File: config.mk
export PLATFORM = sky130hd
export DESIGN_NAME = dq_ctrl
export DESIGN_NICKNAME = d
export VERILOG_FILES = /design/src/dq_pkg.sv /design/src/dq_ctrl.sv
export SDC_FILE = /design/constraint.sdc
export NUM_CORES = 1
export LEC_CHECK = 0
export ABC_AREA = 1
export BUFFER_PORTS_ARGS = -buffer_cell sky130_fd_sc_hd__buf_2
export CAP_MARGIN = 20
export CORE_AREA = 4 4 41 43
export DETAILED_ROUTE_END_ITERATION = 7
export DIE_AREA = 0 0 45 47
export PLACE_DENSITY = 0.3
export SKIP_CTS_REPAIR_TIMING = 1
export SLEW_MARGIN = 20
export SYNTH_ARGS = -nofsm -noshare
export SYNTH_HDL_FRONTEND = slang
export SYNTH_SLANG_ARGS = --single-unit
File: constraint.sdc
create_clock -name clk -period 1.72 [get_ports clk]
set_clock_uncertainty 0.05 [all_clocks]
set_input_delay 0.344 -clock clk [delete_from_list [all_inputs] [get_ports clk]]
set_output_delay 0.344 -clock clk [all_outputs]
set_load 0.01 [all_outputs]
File: src/dq_pkg.sv
// Types and codes shared by the double-ended queue modules
package dq_pkg;

  localparam logic [2:0] OP_PUSH_FRONT = 3'd0;
  localparam logic [2:0] OP_PUSH_BACK  = 3'd1;
  localparam logic [2:0] OP_READ_AT    = 3'd2;
  localparam logic [2:0] OP_READ_FRONT = 3'd3;
  localparam logic [2:0] OP_READ_BACK  = 3'd4;
  localparam logic [2:0] OP_CLEAR      = 3'd5;

  localparam logic [1:0] ST_OK    = 2'd0;
  localparam logic [1:0] ST_RANGE = 2'd1;
  localparam logic [1:0] ST_FULL  = 2'd2;

  typedef struct packed {
    logic [2:0]         operation;
    logic signed [31:0] push_value;
    logic [7:0]         position;
  } dq_req_t;

  typedef struct packed {
    logic signed [31:0] read_value;
    logic [1:0]         status;
    logic [8:0]         fill_count;
    logic               is_empty;
  } dq_rsp_t;

  // Controller to datapath commands
  typedef struct packed {
    logic exec;   // request accepted: access ring, update pointers
    logic load;   // move pending result into output register
  } dq_cmd_t;

endpackage

File: src/dq_ctrl.sv
// Request sequencer and output handshake for the double-ended queue
module dq_ctrl
  import dq_pkg::*;
(
  input  logic    clk,
  input  logic    rst_n,
  input  logic    in_valid,
  output logic    in_ready,
  output logic    out_valid,
  input  logic    out_ready,
  output dq_cmd_t cmd
);

  typedef enum logic [1:0] {
    S_IDLE   = 2'b01,
    S_ACCESS = 2'b10
  } dq_state_t;

  dq_state_t state_r, state_nxt;
  logic      out_valid_r, out_valid_nxt;

  always_comb begin
    cmd.exec = (state_r == S_IDLE) && in_valid;
    cmd.load = (state_r == S_ACCESS) && (!out_valid_r || out_ready);
  end

  always_comb begin
    state_nxt = state_r;
    case (state_r)
      S_IDLE: begin
        if (in_valid) state_nxt = S_ACCESS;
      end
      S_ACCESS: begin
        if (cmd.load) state_nxt = S_IDLE;
      end
      default: state_nxt = S_IDLE;
    endcase
  end

  always_comb begin
    out_valid_nxt = out_valid_r;
    if (cmd.load) begin
      out_valid_nxt = 1'b1;
    end else if (out_ready) begin
      out_valid_nxt = 1'b0;
    end
  end

  always_ff @(posedge clk) begin
    if (!rst_n) begin
      state_r     <= S_IDLE;
      out_valid_r <= 1'b0;
    end else begin
      state_r     <= state_nxt;
      out_valid_r <= out_valid_nxt;
    end
  end

  assign in_ready  = (state_r == S_IDLE);
  assign out_valid = out_valid_r;

endmodule

==> results of run 1 <==
placed cells by master, fill, tap and decap left out:
| cell | count |
|---|---|
| a21oi_2 | 1 |
| buf_2 | 7 |
| clkbuf_1 | 1 |
| clkbuf_4 | 3 |
| dfxtp_1 | 3 |
| inv_1 | 5 |
| nand2_1 | 3 |
| nand2_2 | 1 |
| nand3_2 | 1 |
| nor2_2 | 1 |
| nor2_4 | 1 |
| nor3_1 | 1 |
| o21a_1 | 1 |
critical path, stage by stage (launching register included):
cell and delay (ns):
dfxtp_1 0.30, inv_1 0.08, nor3_1 0.20, buf_2 0.16
worst paths after layout:
check,from,to,slack (ns),cells after the start
hold reg to reg,state_r[0],state_r[1],0.50,2
setup / recovery,state_r[1],cmd[0],0.35,3
hold / removal,rst_n,state_r[0],0.26,2
setup reg to reg,state_r[1],state_r[0],0.89,5
power by group through the flow:
| stage | Combinational [mW] | Sequential (mW) | Clock, mW |
|---|---|---|---|
| 2_1_floorplan | 0.0150 | 0.0766 | 0 |
| 3_3_place_gp | 0.0255 | 0.0768 | 0 |
| 3_5_place_dp | 0.0257 | 0.0769 | 0 |
| 4_1_cts | 0.0259 | 0.0758 | 0.131 |
| 5_1_grt | 0.0290 | 0.0763 | 0.136 |
| 6_report | 0.0254 | 0.0758 | 0.124 |
kinds of logic after synthesis:
group / share of synthesized area, %
AOI/OAI and AO/OA: 10.7
DFF: 39.3
and+or+nand+nor: 32.8
buffers and inverters: 17.2
final cells by class:
class	instances	area (sq um)	area share, %
Multi-Input combinational cell	10	66.3	29.4
Sequential cell	3	60.1	26.7
Timing Repair Buffer	7	35.0	15.6
Clock buffer	4	26.3	11.7
Inverter	5	18.8	8.33
Tap cell	15	18.8	8.33
per-stage QoR:
stage	power [mW]	hold slack, ns
6_report	0.225	0.265
5_1_grt	0.242	0.268
4_1_cts	0.233	0.258
3_5_place_dp	0.103	0.500
3_3_place_gp	0.102	0.492
2_1_floorplan	0.0917	0.363
layer usage:
| layer | up-vias | part of all wire [%] | GRT usage [%] |
|---|---|---|---|
| li1 | 75 | - | - |
| met1 | 58 | 44 | 3.62 |
| met2 | 6 | 41 | 4.24 |
| met3 | 0 | 15 | 4.21 |
| met4 | 0 | 0 | 7.02 |
| met5 | - | 0 | 0 |
Yosys cell counts (all sizes together):
cell type	instances	area, sq um
dfxtp	3	60.1
nand3	1	10.0
nand2	4	17.5
a21oi	1	8.76
buf	1	7.51
nor2	2	17.5
inv	5	18.8
nor3	1	5.00
o21a	1	7.51
sequential cells by signal, indices dropped and copies added, names as in the netlist:
name       cells
out_valid      1
state_r        2
==> run metrics, run 1 <==
drt first pass iters=1; syn_area_per_cell=8.03 sq um; NetSw=0.0540 mW; initial antenna violation count=0; CTS tree=done; RePlAce Congestion=0.657; number of global-route vias before repair=134; P&R area growth vs syn=47.5%; Flop pwr share=33.6%; num rows=13; DP HPWL=261 um; pre-CTS WS=0.520 ns; fraction of power spent switching nets=24.0%; DRT Wirelength=323 um; clock root cell=clkbuf_4; H-Tree Depth=1; Clock Latency Late Sink=0.23 ns; Worst VDD drop=0.231 mV; Post-Syn Instances=19; flops & latches, synth=3; clock-pin slew on the worst setup and hold paths=0.04 ns; syn_nets=23; crit end category=output pin; # diodes=0; Avg WL per Cell=7.34 um; max_cap viols=0; Post-DP Area=199 sq um; Crit Path Class=flop to output pin; Starting Density=11.7%; Die ar.=2120 sq um; critical path launch point type=flop; WP data arrival=0.98 ns; status=complete, no violations; Ports=8; Die X=45 um; initial drt markers=0; Min Clock Period, post-route=1.37 ns; Total Routing Usage GR=4.26%; port bufs=7; worst hold path class=input pin to flop; WP data required=1.33 ns; Die Span Y=47 um; sequential share of the synthesized area=39.3%; RSZ-0062 raised after global routing=false; largest net degree at the start of global routing=5; Slew @ Worst Pin=0.181 ns; first-pass GRT wire length=517 um; # DRC=0; Clock Path Buffers=2; fillers=158; Logic pwr share=11.3%; Synth cell types=11; Yosys warnings=0; clock share of power=55.1%; Max Slew Vio Count=0; Num CTS Buffers=3; Final Hold Vio Count=0; critical path fanouts, max=4; Final ANT Viol Nets=0; leakage=0.115 nW; fmax=730 MHz; Clock Sinks=3; final worst setup slack=0.350 ns; fin nets=34; Final setup viols=0; relative slew slack=87.8%; Final Cycle Share=79.7%; finished layout cell area=225 sq um; final cell utilization of the core=17.3%; layout cells sized above 1=51.7%; DP Cell Count=40; grt ovf=0; Synth Cell Area=153 sq um; Post-Layout Cell Count=44; via count=139; Via-to-Cell Ratio=3.16; Pwr per Cell Area=1000 nW/um^2; Core ar.=1300 sq um; internal power=0.171 mW; setup TNS=0 ns
(Power assumes the default switching activity.)
==> run 2: changes to the inputs <==
- ABC_AREA: 1 -> 0
- clock period: 1.72 -> 1.4 ns (I/O delays scaled with it)
==> run 2 against run 1 <==
  * Design area fell by 8.3%
  * Clock power rose by 21%
  * Non-clock buffer count unchanged
  * First-iteration DRC count unchanged
  * Hold slack worse by 0.068 ns
  * Count of clock-buffer cells in the layout unchanged
  * Largest cell class unchanged
  * Wire length fell by 5.0%
  * Sequential cell count unchanged
  * Die area unchanged
  * Via count shrank 12%
  * Combinational power about the same
==> run metrics, run 2 <==
Die ar.=2120 sq um; worst hold path class=input pin to flop; max_cap viols=0; CP cell instances=and3b_1, buf_2; Avg WL per Cell=8.08 um; CTS tree=done; Synth cell types=9; final worst setup slack=0.121 ns; Max Slew Vio Count=0; flops & latches, synth=3; clock root cell=clkbuf_4; layout cells sized above 1=43.5%; num rows=13; Crit Path Class=flop to output pin; pre-CTS WS=0.280 ns; Min Clock Period, post-route=1.28 ns; Final ANT Viol Nets=0; top cell type's share of synthesized area=44.9%; Largest register FFs=2; leakage=0.0952 nW; relative slew slack=92.0%; Ports=8; largest net degree at the start of global routing=5; Core ar.=1300 sq um; register-to-register setup slack=0.49 ns; initial drt markers=0; Total Routing Usage GR=3.79%; Clock Latency Late Sink=0.23 ns; status=complete, no violations; max incr delay on CP=0.32 ns; post-synth top area cell=dfxtp_1; Starting Density=10.3%; # DRC=0; first-pass GRT wire length=469 um; Post-Syn Instances=13; Via-to-Cell Ratio=3.24; DRT Wirelength=307 um; Final Hold Vio Count=0; drt first pass iters=1; top-count cell post-synth=dfxtp_1; RSZ-0062 raised after global routing=false; syn_nets=17; P&R area growth vs syn=54.2%; sequential share of the synthesized area=44.9%; ranking of synthesized cells by area=dfxtp_1 (45%), and4bb_1 (9.3%), nand2b_1 (9.3%); most common cell after layout, fill and taps aside=buf_2; Die Span Y=47 um; Synth Cell Area=134 sq um; RePlAce Congestion=0.615; WP data required=1.07 ns; Pwr per Cell Area=1300 nW/um^2; synth cell count leaders=dfxtp_1 (3), nand2b_1 (2), nor2b_1 (2); Clock Path Buffers=2; Die X=45 um; WP buf/inv=1; DP HPWL=248 um; # diodes=0; number of global-route vias before repair=141; critical path fanouts, max=4; port bufs=7; Final Cycle Share=91.4%; initial antenna violation count=0; H-Tree Depth=1; via count=123; Final setup viols=0; Largest delay share family, worst path=flip-flops; Fin Hold WS=0.197 ns; fmax=782 MHz; CP max stage cell=dfxtp_1; grt ovf=0; crit end category=output pin; Main synth FF type=dfxtp_1; Yosys warnings=0; critical path launch point type=flop; Async SR Flop Fraction=0%; Slew @ Worst Pin=0.119 ns; most frequent cells in the layout=buf_2 (7), clkbuf_4 (3), dfxtp_1 (3); Num CTS Buffers=3; WP data arrival=0.95 ns; register bank with the most flops=state_r; EDFF count, synth=0; fin nets=28; Worst VDD drop=0.239 mV; clock-pin slew on the worst setup and hold paths=0.04 ns; syn_area_per_cell=10.3 sq um; setup TNS=0 ns; Clock Sinks=3
==> run 2: cell count changes after synthesis, moves of 2 or more <==
cell,delta
nand2_1,-3
nand2b_1,+2
inv_1,-5
nor2b_1,+2
==> run 2: layout make-up <==
type | instances | area [sq um]
clock buffers | 4 | 26.3
fillers | 165 | 1090
multi-input cells | 9 | 66.3
flip-flops and latches | 3 | 60.1
well taps | 15 | 18.8
repair buffers | 7 | 35.0
==> run 2: routing by layer <==
| metal | GRT usage [%] | share of wire, % |
|---|---|---|
| met1 | 3.17 | 44 |
| met2 | 3.95 | 39 |
| met3 | 3.07 | 11 |
| met4 | 7.02 | 4.9 |
| met5 | 0 | 0 |
==> run 2: kinds of logic after synthesis <==
family                 share of synthesized area [%]
AO/OA/AOI/OAI                                   15.0
AND/OR/NAND/NOR                                 34.6
flip-flops                                      44.9
buffers and inverters                           5.61
==> run 2: report_power, final <==
part / switching (mW) / total, mW / internal (mW)
Sequential: 0.00309 / 0.0933 / 0.0902
Combinational: 0.0110 / 0.0252 / 0.0142
Clock: 0.0436 / 0.150 / 0.107
Total: 0.0576 / 0.269 / 0.211
==> run 2: final timing paths <==
kind	start	end	cells after the start
min reg2reg	out_valid	out_valid	2
max	state_r[1]	cmd[1]	2
min	rst_n	state_r[0]	2
max reg2reg	state_r[1]	state_r[1]	2
==> run 2: per-stage QoR <==
step / utilization [%] / area (sq um) / total power, mW / std cells
6_report: 15.9 / 206 / 0.269 / 38
5_1_grt: 15.9 / 206 / 0.291 / 38
4_1_cts: 15.9 / 206 / 0.280 / 38
3_5_place_dp: 13.8 / 180 / 0.120 / 34
3_3_place_gp: 13.8 / 180 / 0.120 / 34
2_1_floorplan: - / 134 / 0.108 / 13
